--- config.mk ---
export PLATFORM = sky130hd
export DESIGN_NAME = modbus_rtu_gap_detector
export DESIGN_NICKNAME = d
export VERILOG_FILES = /design/src/design/mrgd_pkg.sv /design/src/design/mrgd_tracker.sv /design/src/design/modbus_rtu_gap_detector.sv
export SDC_FILE = /design/constraint.sdc
export NUM_CORES = 1
export LEC_CHECK = 0
export BUFFER_PORTS_ARGS = -buffer_cell sky130_fd_sc_hd__buf_2
export CAP_MARGIN = 10
export CORE_MARGIN = 2
export CORE_UTILIZATION = 51
export CTS_BUF_LIST = sky130_fd_sc_hd__clkbuf_16
export CTS_CLUSTER_DIAMETER = 120
export CTS_CLUSTER_SIZE = 16
export DETAILED_ROUTE_END_ITERATION = 10
export GPL_TIMING_DRIVEN = 0
export HOLD_SLACK_MARGIN = 0.06
export PLACE_DENSITY = 0.77
export SLEW_MARGIN = 10
export SYNTH_ARGS = -nofsm -noshare
export SYNTH_HDL_FRONTEND = slang
export SYNTH_HIERARCHICAL = 1
export SYNTH_SLANG_ARGS = --single-unit
--- constraint.sdc ---
create_clock -name i_clk -period 5.5 [get_ports i_clk]
set_input_delay 0.825 -clock i_clk [delete_from_list [all_inputs] [get_ports i_clk]]
set_output_delay 0.825 -clock i_clk [all_outputs]
set_load 0.05 [all_outputs]
--- src/design/mrgd_pkg.sv ---
// Shared types and constants for the Modbus RTU gap detector.
package mrgd_pkg;

    localparam logic       KIND_TICK = 1'b0;
    localparam logic       KIND_BYTE = 1'b1;

    localparam logic       EVENT_TIMEOUT = 1'b0;
    localparam logic       EVENT_BYTE    = 1'b1;

    localparam logic [15:0] CNT_MAX   = 16'hFFFF;
    localparam logic [15:0] GAP_RESET = 16'd5468;

    localparam int          APB_ADDR_W    = 3;
    localparam int          APB_DATA_W    = 32;
    localparam logic        REG_GAP_TICKS = 1'b0;

    typedef struct packed {
        logic       kind;
        logic [7:0] rx_byte;
        logic       framing_err;
        logic       overrun_err;
        logic       parity_err;
    } t_item;

    typedef struct packed {
        logic        event_res;
        logic [7:0]  data_out;
        logic        frame_start;
        logic        any_error;
        logic [2:0]  error_bits;
        logic [15:0] error_total;
        logic [15:0] good_total;
    } t_result;

endpackage

--- src/design/mrgd_tracker.sv ---
// Gap timer and byte counters: state update and result for one word.
module mrgd_tracker (
    input  logic             i_clk,
    input  logic             i_rst_n,
    input  logic             i_fire,
    input  mrgd_pkg::t_item  i_item,
    input  logic [15:0]      i_gap_ticks,
    output logic             o_emit,
    output mrgd_pkg::t_result o_res
);

    logic [15:0] r_gap_count;
    logic        r_gap_running;
    logic [15:0] r_bad_bytes;
    logic [15:0] r_good_bytes;

    logic [15:0] n_gap_count;
    logic        n_gap_running;
    logic [15:0] n_bad_bytes;
    logic [15:0] n_good_bytes;

    logic [15:0] gap_inc;
    logic [2:0]  errs;
    logic        start;

    assign gap_inc = (r_gap_count != mrgd_pkg::CNT_MAX) ? r_gap_count + 16'd1 : r_gap_count;
    assign errs    = {i_item.framing_err, i_item.overrun_err, i_item.parity_err};
    assign start   = !r_gap_running || (r_gap_count > i_gap_ticks);

    always_comb begin
        n_gap_count   = r_gap_count;
        n_gap_running = r_gap_running;
        n_bad_bytes   = r_bad_bytes;
        n_good_bytes  = r_good_bytes;
        o_emit        = 1'b0;
        o_res         = '0;
        if (i_item.kind == mrgd_pkg::KIND_TICK) begin
            // A stopped timer ignores ticks entirely.
            if (r_gap_running) begin
                n_gap_count = gap_inc;
                if (gap_inc >= i_gap_ticks) begin
                    n_gap_running     = 1'b0;
                    o_emit            = 1'b1;
                    o_res.event_res   = mrgd_pkg::EVENT_TIMEOUT;
                    o_res.error_total = r_bad_bytes;
                    o_res.good_total  = r_good_bytes;
                end
            end
        end else begin
            n_gap_count   = '0;
            n_gap_running = 1'b1;
            if (errs != 3'b000) begin
                if (r_bad_bytes != mrgd_pkg::CNT_MAX) begin
                    n_bad_bytes = r_bad_bytes + 16'd1;
                end
            end else begin
                if (r_good_bytes != mrgd_pkg::CNT_MAX) begin
                    n_good_bytes = r_good_bytes + 16'd1;
                end
            end
            o_emit            = 1'b1;
            o_res.event_res   = mrgd_pkg::EVENT_BYTE;
            o_res.data_out    = i_item.rx_byte;
            o_res.frame_start = start;
            o_res.any_error   = (errs != 3'b000);
            o_res.error_bits  = errs;
            o_res.error_total = n_bad_bytes;
            o_res.good_total  = n_good_bytes;
        end
    end

    always_ff @(posedge i_clk) begin
        if (!i_rst_n) begin
            r_gap_count   <= '0;
            r_gap_running <= 1'b1;
            r_bad_bytes   <= '0;
            r_good_bytes  <= '0;
        end else if (i_fire) begin
            r_gap_count   <= n_gap_count;
            r_gap_running <= n_gap_running;
            r_bad_bytes   <= n_bad_bytes;
            r_good_bytes  <= n_good_bytes;
        end
    end

endmodule

--- src/design/modbus_rtu_gap_detector.sv ---
// Top level of the Modbus RTU gap detector: stream ports, register port, pipeline.
//
//  Port group   Direction  Payload
//  s_axis       in         tuser: kind; tdata: rx_byte, framing_err, overrun_err, parity_err
//  m_axis       out        tuser: event_res; tdata: data_out ... good_total
//  APB          in/out     register 0: gap_ticks (16 bits, reset 5468)
//
// One word per clock is taken while the result register is not stalled; each word goes
// from the input register through the gap timer update into the result register, from
// which its result is driven onto the output.
// A word that yields no result (a tick short of the threshold or a tick while stopped)
// moves on even while the result register is stalled.
// Synchronous active-low reset clears the timer to running at zero and both counters.
module modbus_rtu_gap_detector (
    input  logic                                i_clk,
    input  logic                                i_rst_n,
    input  logic                                s_axis_tvalid,
    output logic                                s_axis_tready,
    // [7:0] rx_byte, [8] framing_err, [9] overrun_err, [10] parity_err, [15:11] zero
    input  logic [15:0]                         s_axis_tdata,
    // [0] kind
    input  logic                                s_axis_tuser,
    output logic                                m_axis_tvalid,
    input  logic                                m_axis_tready,
    // [7:0] data_out, [8] frame_start, [9] any_error, [12:10] error_bits,
    // [28:13] error_total, [44:29] good_total, [47:45] zero
    output logic [47:0]                         m_axis_tdata,
    // [0] event_res
    output logic                                m_axis_tuser,
    input  logic                                psel,
    input  logic                                penable,
    input  logic                                pwrite,
    input  logic [mrgd_pkg::APB_ADDR_W-1:0]     paddr,
    input  logic [mrgd_pkg::APB_DATA_W-1:0]     pwdata,
    output logic [mrgd_pkg::APB_DATA_W-1:0]     prdata,
    output logic                                pready
);

    logic [15:0]       r_gap_ticks;
    logic              r_in_valid;
    mrgd_pkg::t_item   r_in_item;
    logic              r_out_valid;
    mrgd_pkg::t_result r_out_res;

    logic              emit;
    mrgd_pkg::t_result res;
    logic              s1_fire;
    logic              reg_sel;

    // Word index of the register port.
    assign reg_sel = paddr[2];
    assign pready  = 1'b1;
    assign prdata  = (reg_sel == mrgd_pkg::REG_GAP_TICKS) ?
                     {{(mrgd_pkg::APB_DATA_W-16){1'b0}}, r_gap_ticks} : '0;

    always_ff @(posedge i_clk) begin
        if (!i_rst_n) begin
            r_gap_ticks <= mrgd_pkg::GAP_RESET;
        end else if (psel && penable && pwrite && pready &&
                     reg_sel == mrgd_pkg::REG_GAP_TICKS) begin
            r_gap_ticks <= pwdata[15:0];
        end
    end

    mrgd_tracker u_tracker (
        .i_clk       (i_clk),
        .i_rst_n     (i_rst_n),
        .i_fire      (s1_fire),
        .i_item      (r_in_item),
        .i_gap_ticks (r_gap_ticks),
        .o_emit      (emit),
        .o_res       (res)
    );

    assign s1_fire       = r_in_valid && (!emit || !r_out_valid || m_axis_tready);
    assign s_axis_tready = !r_in_valid || s1_fire;

    always_ff @(posedge i_clk) begin
        if (!i_rst_n) begin
            r_in_valid <= 1'b0;
        end else if (s_axis_tready) begin
            r_in_valid <= s_axis_tvalid;
        end
    end

    always_ff @(posedge i_clk) begin
        if (s_axis_tvalid && s_axis_tready) begin
            r_in_item.kind        <= s_axis_tuser;
            r_in_item.rx_byte     <= s_axis_tdata[7:0];
            r_in_item.framing_err <= s_axis_tdata[8];
            r_in_item.overrun_err <= s_axis_tdata[9];
            r_in_item.parity_err  <= s_axis_tdata[10];
        end
    end

    always_ff @(posedge i_clk) begin
        if (!i_rst_n) begin
            r_out_valid <= 1'b0;
        end else if (s1_fire && emit) begin
            r_out_valid <= 1'b1;
        end else if (m_axis_tready) begin
            r_out_valid <= 1'b0;
        end
    end

    always_ff @(posedge i_clk) begin
        if (s1_fire && emit) begin
            r_out_res <= res;
        end
    end

    assign m_axis_tvalid = r_out_valid;
    assign m_axis_tuser  = r_out_res.event_res;
    assign m_axis_tdata  = {3'b000, r_out_res.good_total, r_out_res.error_total,
                            r_out_res.error_bits, r_out_res.any_error,
                            r_out_res.frame_start, r_out_res.data_out};

    // A timeout word carries no byte, start flag or error flags.
    a_timeout_clean: assert property (@(posedge i_clk) disable iff (!i_rst_n)
        m_axis_tvalid && (m_axis_tuser == mrgd_pkg::EVENT_TIMEOUT) |->
            m_axis_tdata[12:0] == 13'd0)
        else $error("timeout word with byte fields set");

    // The error summary agrees with the individual flags.
    a_err_summary: assert property (@(posedge i_clk) disable iff (!i_rst_n)
        m_axis_tvalid |-> m_axis_tdata[9] == (m_axis_tdata[12:10] != 3'b000))
        else $error("any_error disagrees with error_bits");

    // A word held in the input register waiting on a full result register stays there.
    a_in_hold: assert property (@(posedge i_clk) disable iff (!i_rst_n)
        r_in_valid && !s1_fire |=> r_in_valid && $stable(r_in_item))
        else $error("input word lost while stalled");

    // Reset leaves no result pending.
    a_reset_empty: assert property (@(posedge i_clk)
        !i_rst_n |=> !m_axis_tvalid)
        else $error("result valid after reset");

endmodule

==> results by group, run 1 <==
Status
  – Run status: completed

Cells and area
  – Layout cell share with drive strength beyond 1: 0.213
  – Layout area overhead: 20.1%
  – # diodes: 0
  – Design Area, Final: 8960 sq um
  – Commonest cells after routing, fill and taps aside: buf_2 (108), nand2_1 (76), dfxtp_1 (67)
  – Fillers: 1256
  – Final #Nets: 1040
  – Commonest non-fill, non-tap cell in the layout: buf_2

Setup path
  – WP data arrival: 4.43 ns
  – FF-to-FF path depth: 18
  – CP endpoint kind: primary output
  – FF-to-FF setup slack: 0.37 ns
  – Crit-path max FO: 10
  – Reg2Reg Launch Point: u_tracker/r_gap_count[6]
  – FF-to-FF End: u_tracker/r_good_bytes[3]
  – CP required: 4.68 ns
  – Critical path launch point type: flip-flop
  – Kind of critical path: flip-flop to primary output

Timing
  – Max-slew violations: 0
  – Fin crit share: 0.956
  – Count of final setup violators: 0
  – Min Tclk post-route: 5.26 ns
  – Final Hold Fails: 0
  – RSZ-0062 raised after global routing: no
  – Worst slew pin tran: 1.00 ns
  – Max Clock Freq: 190 MHz
  – Fin Setup TNS: 0 ns
  – Hold slack final: 0.472 ns
  – Clock skew: 0.00529 ns
  – Max-slew headroom at the worst pin: 0.327

Power and ir drop
  – Int Pwr: 1800 uW
  – Sw frac: 0.242
  – Reg power frac: 0.420
  – Combinational power share: 0.084
  – Sw Pwr: 575 uW
  – Peak supply drop: 203 uV
  – Leakage power: 0.00360 uW
  – Pwr dens: 265 nW/um^2
  – Clock power frac: 0.495

Placement
  – Port Buffers: 99
  – Routability Congestion: 0.928
  – Hpwl dp: 13.5 mm
  – Placement Cell Area: 8280 sq um

Route
  – Routed Antenna Nets: 0
  – DRC Markers: 0
  – Via density: 5.85
  – DR WL/cell: 16.8 microns
  – Post-Route WL: 19.2 mm
  – Via count: 6688
  – Initial DRC Count: 722
  – Initial DRT Pass Iterations: 5

Global routing
  – Pin count of the biggest net entering global routing: 34
  – Initial antenna violation count: 0
  – Met3 GRT Util: 0.0436
  – First-pass GRT wire length: 30.8 mm
  – Met1 usage: 0.313
  – Gr ovfl total: 0
  – Vias in the first global route: 6104
  – Most used routing layer: met2
  – GR Util met2: 0.412
  – GRT Util Overall: 0.247

Logic synthesis
  – Gate Count Post-Synth: 806
  – Post-synth cell types: 71
  – Top_reg_cell synth: dfxtp_1
  – Sequential-to-total area share from yosys stat: 0.413
  – Post-synth top area share: 0.233
  – Synthesized area: 7460 sq um
  – Synth area leaders: edfxtp_1 (23%), dfxtp_1 (18%), ha_1 (5.9%)
  – Syn. warnings: 6
  – Async SR Flop Fraction: 0
  – Avg Cell Area, Syn: 9.26 sq um
  – Synth area leader: edfxtp_1
  – Post-synth EDFFs: 58
  – Synth Register Bits: 125

Hold path
  – Min-Delay Endpoint: r_gap_ticks[13]
  – Worst hold path class: flip-flop to flip-flop
  – Hold_sp: r_gap_ticks[13]
  – Hold-critical path depth: 2

Die
  – Initial cell density of the core: 0.517
  – DIE WIDTH: 125 microns
  – Chip height: 125 microns
  – CORE AREA: 14400 sq um
  – Die area: 15600 sq um
  – Row cnt: 44
  – IO Count: 143

Clocking
  – Clk_lat worst skew: 0.43 ns
  – CTS tree: built
  – Worst-path clk slew: 0.06 ns
  – Clock root buffer: clkbuf_16
  – Total CTS buffers: 17
  – Cts hold-fix bufs: 0
  – CTS H-tree depth: 4
  – Worst-case clock buffer depth: 2
  – Sink Count: 125

Run
  – # Max-Cap Violations: 0
==> kinds of logic after synthesis <==
logic type      share of synthesized area
compound gates                      0.150
xor+xnor                           0.0258
fa+ha+maj                          0.0587
buf+inv                            0.0775
flops                               0.413
mux                                0.0369
other cells                       0.00101
simple gates                        0.237
==> cell type report <==
type	instances	area (sq um)	area share
tap	184	230	0.0257
buffer	65	422	0.0470
timing repair buffer	103	538	0.0600
clock inverter	15	195	0.0218
inverter	42	158	0.0176
multi-input combinational	592	3910	0.437
clock buffer	17	425	0.0475
sequential	125	3080	0.344
==> cell usage after synthesis, drive strengths merged, types with 3 or more instances <==
library cell and n:
a211oi 5, or4 7, a211o 7, o21a 3, and2b 6, and3 10
nand4 20, o221ai 5, buf 38, clkbuf 27, a21oi 35, a21boi 5
o21ai 29, and2 15, o311a 7, nor3 28, or3 15, or2 5
o211ai 20, nand2 76, xnor2 20, mux2i 23, dfxtp 67, mux2 4
nor2 41, ha 35, o31ai 11, and4 8, edfxtp 58, a31oi 6
inv 42, nand2b 8, nor2b 27, nand3 36, nor4 16, o2111ai 5
==> layer usage <==
layer | vias up | wire (microns)
li1 | 3223 | -
met1 | 3108 | 7840
met2 | 300 | 9450
met3 | 57 | 1330
met4 | 0 | 574
met5 | - | 0
==> worst max-delay path, cell delays in order (launching register included) <==
cell	delay [ns]
dfxtp_1	0.37
buf_2	0.22
nand4_1	0.27
or3_1	0.51
or3_1	0.39
nand2_1	0.08
or3b_1	0.37
ha_1	0.32
and4_1	0.25
nand4_1	0.13
o31ai_2	0.42
o31ai_2	0.15
nand2_1	0.14
nand4b_1	0.15
buf_2	0.25
==> through the flow <==
step           instances  setup WS (ns)  power (uW)  utilization
3_5_place_dp        1108         -0.811        1210        0.574
4_1_cts             1140         0.0121        2390        0.618
2_1_floorplan        824          0.753        1160            -
3_3_place_gp        1107         -0.832        1210        0.573
6_report            1143          0.244        2370        0.622
5_1_grt             1143        0.00464        2440        0.622
==> flip-flops by register name (all words and copies together) (netlist names) <==
signal,flops
m_axis_tdata,45
r_gap_ticks,16
u_tracker/r_bad_bytes,16
u_tracker/r_gap_count,16
r_in_item,12
u_tracker/r_good_bytes,16
r_in_valid,1
m_axis_tuser,1
m_axis_tvalid,1
u_tracker/r_gap_running,1
==> how the worst max path moves through the flow <==
stage,slack (ns),depth (start not counted),to,startpoint
after floorplan,0.75,14,m_axis_tdata[0],u_tracker/r_gap_count[7]
after global placement,-0.83,19,u_tracker/r_gap_count[11],u_tracker/r_gap_count[6]
after detailed placement,-0.81,18,u_tracker/r_gap_count[2],u_tracker/r_gap_count[2]
after CTS,0.01,17,u_tracker/r_good_bytes[3],u_tracker/r_gap_count[2]
after global routing,0.005,18,u_tracker/r_good_bytes[3],u_tracker/r_gap_count[1]
final,0.24,14,s_axis_tready,u_tracker/r_gap_count[6]
==> timing repair <==
item                                   4_1_cts  5_1_grt
pin swaps                                    0        1
setup endpoints to repair                   43       45
resized for setup                            6        6
endpoints found under the hold margin        0        0
setup buffers                                0        3
==> power by group through the flow <==
stage	sequential (uW)	combinational (uW)	clock, uW
after CTS	998	198	1190
after floorplan	1040	121	0
after global placement	1020	193	0
after global routing	999	213	1230
after detailed placement	1020	197	0
final	998	200	1180
(Power assumes the default switching activity.)
==> inputs of run 2 (changes only) <==
Settings changed: CORE_ASPECT_RATIO set to 0.9.
==> run 2 against run 1 <==
Wire length fell by 1.6%. Core utilization rose by 1.9 points. Clock skew rose by 0.0066 ns. Sequential share of layout area fell by 0.39 points. First-iteration DRC count rose by 0.42%. Worst setup slack improved by 0.032 ns. Non-clock buffer count fell by 1. Maximum frequency rose by 0.61%.
==> results by group, run 2 (synthesis results as in run 1) <==
Die
  – Row cnt: 41
  – Die area: 15600 sq um
  – Initial cell density of the core: 0.527
  – CORE AREA: 14200 sq um
  – IO Count: 143
  – Chip height: 119 microns
  – DIE WIDTH: 132 microns

Setup path
  – CP required: 4.68 ns
  – WP data arrival: 4.40 ns
  – Critical path launch point type: flip-flop
  – CP endpoint kind: primary output
  – Kind of critical path: flip-flop to primary output
  – Crit-path max FO: 10

Clocking
  – Worst-path clk slew: 0.06 ns
  – Clk_lat worst skew: 0.42 ns
  – CTS tree: built
  – Worst-case clock buffer depth: 2
  – CTS H-tree depth: 4
  – Total CTS buffers: 17
  – Cts hold-fix bufs: 0
  – Clock root buffer: clkbuf_16
  – Sink Count: 125

Run
  – # Max-Cap Violations: 0

Timing
  – Clock skew: 0.0119 ns
  – Worst slew pin tran: 0.926 ns
  – Min Tclk post-route: 5.22 ns
  – RSZ-0062 raised after global routing: no
  – Final Hold Fails: 0
  – Count of final setup violators: 0
  – Fin Setup TNS: 0 ns
  – Fin crit share: 0.950
  – Max Clock Freq: 191 MHz
  – Max-slew violations: 0
  – Max-slew headroom at the worst pin: 0.377

Cells and area
  – Design Area, Final: 9070 sq um
  – Max reg flops: 45
  – Commonest non-fill, non-tap cell in the layout: buf_2
  – Commonest cells after routing, fill and taps aside: buf_2 (107), nand2_1 (76), dfxtp_1 (67)
  – Layout cell share with drive strength beyond 1: 0.217
  – # diodes: 0
  – Layout area overhead: 21.5%
  – Finished Core Util: 0.640
  – Final #Nets: 1039

Global routing
  – Pin count of the biggest net entering global routing: 35
  – Vias in the first global route: 6041
  – GRT Util Overall: 0.244
  – Gr ovfl total: 0
  – First-pass GRT wire length: 30.4 mm
  – Initial antenna violation count: 0

Route
  – Initial DRC Count: 725
  – Post-Route WL: 18.9 mm
  – Via density: 5.74
  – DR WL/cell: 16.4 microns
  – Routed Antenna Nets: 0
  – Via count: 6609
  – Initial DRT Pass Iterations: 6
  – DRC Markers: 0

Status
  – Run status: completed

Power and ir drop
  – Leakage power: 0.00364 uW
  – Pwr dens: 275 nW/um^2
  – Peak supply drop: 237 uV
  – Power consumption: 2490 uW

Hold path
  – Worst hold path class: flip-flop to flip-flop

Placement
  – Routability Congestion: 0.908
  – Placement Cell Area: 8290 sq um
  – Hpwl dp: 13.6 mm
  – Port Buffers: 99
==> run 2: cell types whose count changed in the layout (fill, tap and decap cells not counted), sizes merged <==
cell	before	now
bufinv	4	6
clkbuf	43	44
buf	142	140
inv	44	45
clkinvlp	3	0
==> run 2: stage by stage <==
stage	cells	hold WS [ns]	setup WS, ns
after floorplan	824	0.443	0.753
after global placement	1116	0.458	-0.577
after detailed placement	1117	0.464	-0.543
after CTS	1149	0.473	0.0524
after global routing	1151	0.489	0.0297
final	1151	0.472	0.276
==> run 2: power breakdown <==
group	switching, uW	internal, uW
registers	9.35	988
clock network	434	857
logic	144	56.4
==> run 2: layout make-up <==
type                       instances  area (sq um)
sequential                       125          3080
timing repair buffer             102           531
tap                              193           241
clock inverter                    15           259
buffer                            65           422
multi-input combinational        592          3950
clock buffer                      17           425
fill                            1199          5090
inverter                          42           158
==> run 2: final timing paths <==
path / startpoint / endpoint / slack, ns / cells after the start
setup / recovery: u_tracker/r_gap_count[6] / s_axis_tready / 0.28 / 14
hold / removal: r_gap_ticks[11] / r_gap_ticks[11] / 0.47 / 2
setup reg to reg: u_tracker/r_gap_count[6] / u_tracker/r_good_bytes[9] / 0.40 / 19
hold reg to reg: r_gap_ticks[11] / r_gap_ticks[11] / 0.47 / 2
==> run 2: timing repair <==
item                       4_1_cts  5_1_grt
setup buffers                    0        2
setup endpoints to repair       18       44
cloned                           0        0
resized for setup                5       12
==> run 2: metal layers <==
metal / vias to the layer above / share of wire / wire, microns / global-route usage
li1: 3221 / - / - / -
met1: 3017 / 0.46 / 8630 / 0.343
met2: 349 / 0.43 / 8190 / 0.364
met3: 22 / 0.094 / 1770 / 0.0592
met4: 0 / 0.016 / 299 / 0.0890
met5: - / 0 / 0 / 0
==> run 2: worst max-delay path, stage by stage (launching register included) <==
cell and delay (ns):
dfxtp_1 0.39, buf_2 0.22, nand4_1 0.26, or3_1 0.49, or3_1 0.39, nand2_1 0.08
or3b_1 0.40, ha_1 0.31, and4_1 0.23, nand4_1 0.19, o31ai_4 0.34, o31ai_4 0.14
nand2_1 0.15, nand4b_1 0.15, buf_2 0.25
==> inputs of run 3 (changes only) <==
Settings changed: CORE_UTILIZATION 51 to 28, PLACE_DENSITY 0.77 to 0.46, SKIP_LAST_GASP set to 1.
Clock period 5.5 ns to 6.3 ns, I/O delays scaled along.
==> run 3 against run 2 <==
Global-route usage is 8.8 points lower. Sequential share of layout area fell by 0.13 points. Worst setup slack improved by 0.39 ns. Flip-flop and latch count unchanged. Worst hold slack improved by 0.0031 ns. Via count down 2.5%. Count of clock-buffer cells in the layout unchanged. Sequential power down 13%. Power decreased by 18%. Combinational power is 13% lower. Register-to-register slack improved by 0.27 ns. Final cell count increased by 13%. Critical path type is now flip-flop to flip-flop.
==> results by group, run 3 (synthesis results as in run 1) <==
Setup path
  – Reg2Reg Launch Point: u_tracker/r_gap_count[3]
  – Capture point of the worst path: u_tracker/r_good_bytes[10]
  – Critical path, cell by cell: nand3_1, or3_1, or3_1, nand2_1, or3b_1, ha_1, and4_1, nand4_1, o31ai_1, o31ai_2, nand2_1, a21boi_1, and3b_1, nor2_2, o211ai_1, or3_1, a21oi_1
  – WP data arrival: 5.98 ns
  – Crit-path max FO: 8
  – Worst Path Buf+Inv: 0
  – CP peak stage delay: 0.57 ns
  – Critical Path Stages: 17
  – FF-to-FF path depth: 17
  – FF-to-FF setup slack: 0.67 ns
  – CP endpoint kind: flip-flop
  – CP required: 6.65 ns
  – Most frequent CP cell: or3_1
  – Top Family by Delay on Critical Path: simple AND/OR/NAND/NOR gates
  – Worst path slowest cell: o31ai_1
  – Critical path launch point type: flip-flop
  – Worst setup startpoint: u_tracker/r_gap_count[3]
  – FF-to-FF End: u_tracker/r_good_bytes[10]
  – Kind of critical path: flip-flop to flip-flop

Cells and area
  – Commonest cells after routing, fill and taps aside: buf_2 (107), nand2_1 (76), dfxtp_1 (67)
  – Layout cell share with drive strength beyond 1: 0.206
  – Max reg flops: 45
  – Finished Core Util: 0.348
  – Commonest non-fill, non-tap cell in the layout: buf_2
  – Final #Nets: 1037
  – # diodes: 0
  – Layout area overhead: 22.0%

Timing
  – Worst slew pin tran: 0.916 ns
  – RSZ-0062 raised after global routing: no
  – Clock skew: 0.0141 ns
  – Count of final setup violators: 0
  – Final Hold Fails: 0
  – Hold slack final: 0.475 ns
  – Max Clock Freq: 178 MHz
  – Min Tclk post-route: 5.63 ns
  – Fin crit share: 0.894
  – Max-slew violations: 0
  – Max-slew headroom at the worst pin: 0.384

Status
  – Run status: completed

Placement
  – Hpwl dp: 15.9 mm
  – Port Buffers: 99
  – Routability Congestion: 0.807

Route
  – Routed Antenna Nets: 0
  – DR WL/cell: 16.2 microns
  – Post-Route WL: 21.2 mm
  – Initial DRT Pass Iterations: 5
  – Via density: 4.94
  – Via count: 6445
  – Initial DRC Count: 385
  – DRC Markers: 0

Clocking
  – Worst-path clk slew: 0.06 ns
  – CTS tree: built
  – Worst-case clock buffer depth: 2
  – Clock root buffer: clkbuf_16
  – Total CTS buffers: 17
  – CTS H-tree depth: 4
  – Sink Count: 125
  – Clk_lat worst skew: 0.42 ns
  – Cts hold-fix bufs: 0

Die
  – Row cnt: 56
  – IO Count: 143
  – CORE AREA: 26100 sq um
  – DIE WIDTH: 176 microns
  – Chip height: 159 microns
  – Die area: 28000 sq um
  – Initial cell density of the core: 0.286

Power and ir drop
  – Peak supply drop: 136 uV
  – Pwr dens: 225 nW/um^2
  – Leakage power: 0.00356 uW

Global routing
  – Gr ovfl total: 0
  – First-pass GRT wire length: 34.1 mm
  – Vias in the first global route: 6030
  – Pin count of the biggest net entering global routing: 30
  – Initial antenna violation count: 0
  – GRT Util Overall: 0.156

Run
  – # Max-Cap Violations: 0

Hold path
  – Worst hold path class: flip-flop to flip-flop
-- run 3: cell count changes in the layout (fill, tap and decap cells not counted), sizes merged --
| cell | delta |
|---|---|
| clkinv | +1 |
| buf | -2 |
| bufinv | -3 |
| inv | -1 |
| clkinvlp | +3 |
-- run 3: area by class of cell --
class	instances	area (sq um)
fill	2711	17000
multi-input combinational	592	3890
sequential	125	3080
timing repair buffer	100	515
tap	348	435
clock buffer	17	425
buffer	65	422
clock inverter	15	173
inverter	42	158
-- run 3: metal layers --
layer	up-vias	track usage	routed length (microns)
met5	-	0	0
met4	0	0.0458	319
met3	23	0.0417	1720
met2	228	0.216	8570
met1	2962	0.234	10600
li1	3232	-	-
-- run 3: what timing repair did --
item | CTS | global route
resized for setup | 2 | 4
setup buffers | 0 | 0
setup endpoints to repair | 11 | 32
-- run 3: worst reg2reg max path, stage by stage (launching register included) --
cell	delay (ns)
dfxtp_1	0.47
nand3_1	0.31
or3_1	0.52
or3_1	0.36
nand2_1	0.08
or3b_1	0.39
ha_1	0.32
and4_1	0.25
nand4_1	0.14
o31ai_1	0.57
o31ai_2	0.23
nand2_1	0.18
a21boi_1	0.15
and3b_1	0.32
nor2_2	0.36
o211ai_1	0.35
or3_1	0.42
a21oi_1	0.15
-- run 3: stage by stage --
step                worst slack (ns)  instances  TNS, ns  area (sq um)  power [uW]
floorplan                      0.780        824        0          7530        1010
global placement              -0.957       1271   -45.62          8460        1060
detailed placement            -0.207       1272    -1.18          8490        1060
CTS                           0.0594       1304        0          9090        2080
global route                   0.161       1304        0          9100        2130
finish                         0.670       1304        0          9100        2050
-- run 3: where the power goes --
| part | internal [uW] | total, uW | switching, uW |
|---|---|---|---|
| clock network | 620 | 1000 | 383 |
| registers | 863 | 871 | 8.14 |
| logic | 48.1 | 175 | 127 |
-- run 3: how the worst min path moves through the flow --
stage | cells past startpoint | to | slack [ns] | start
floorplan | 2 | r_gap_ticks[11] | 0.44 | r_gap_ticks[11]
global placement | 2 | r_gap_ticks[13] | 0.47 | r_gap_ticks[13]
detailed placement | 2 | r_gap_ticks[13] | 0.47 | r_gap_ticks[13]
CTS | 2 | r_gap_ticks[13] | 0.48 | r_gap_ticks[13]
global route | 2 | r_gap_ticks[7] | 0.52 | r_gap_ticks[7]
finish | 2 | r_gap_ticks[13] | 0.48 | r_gap_ticks[13]
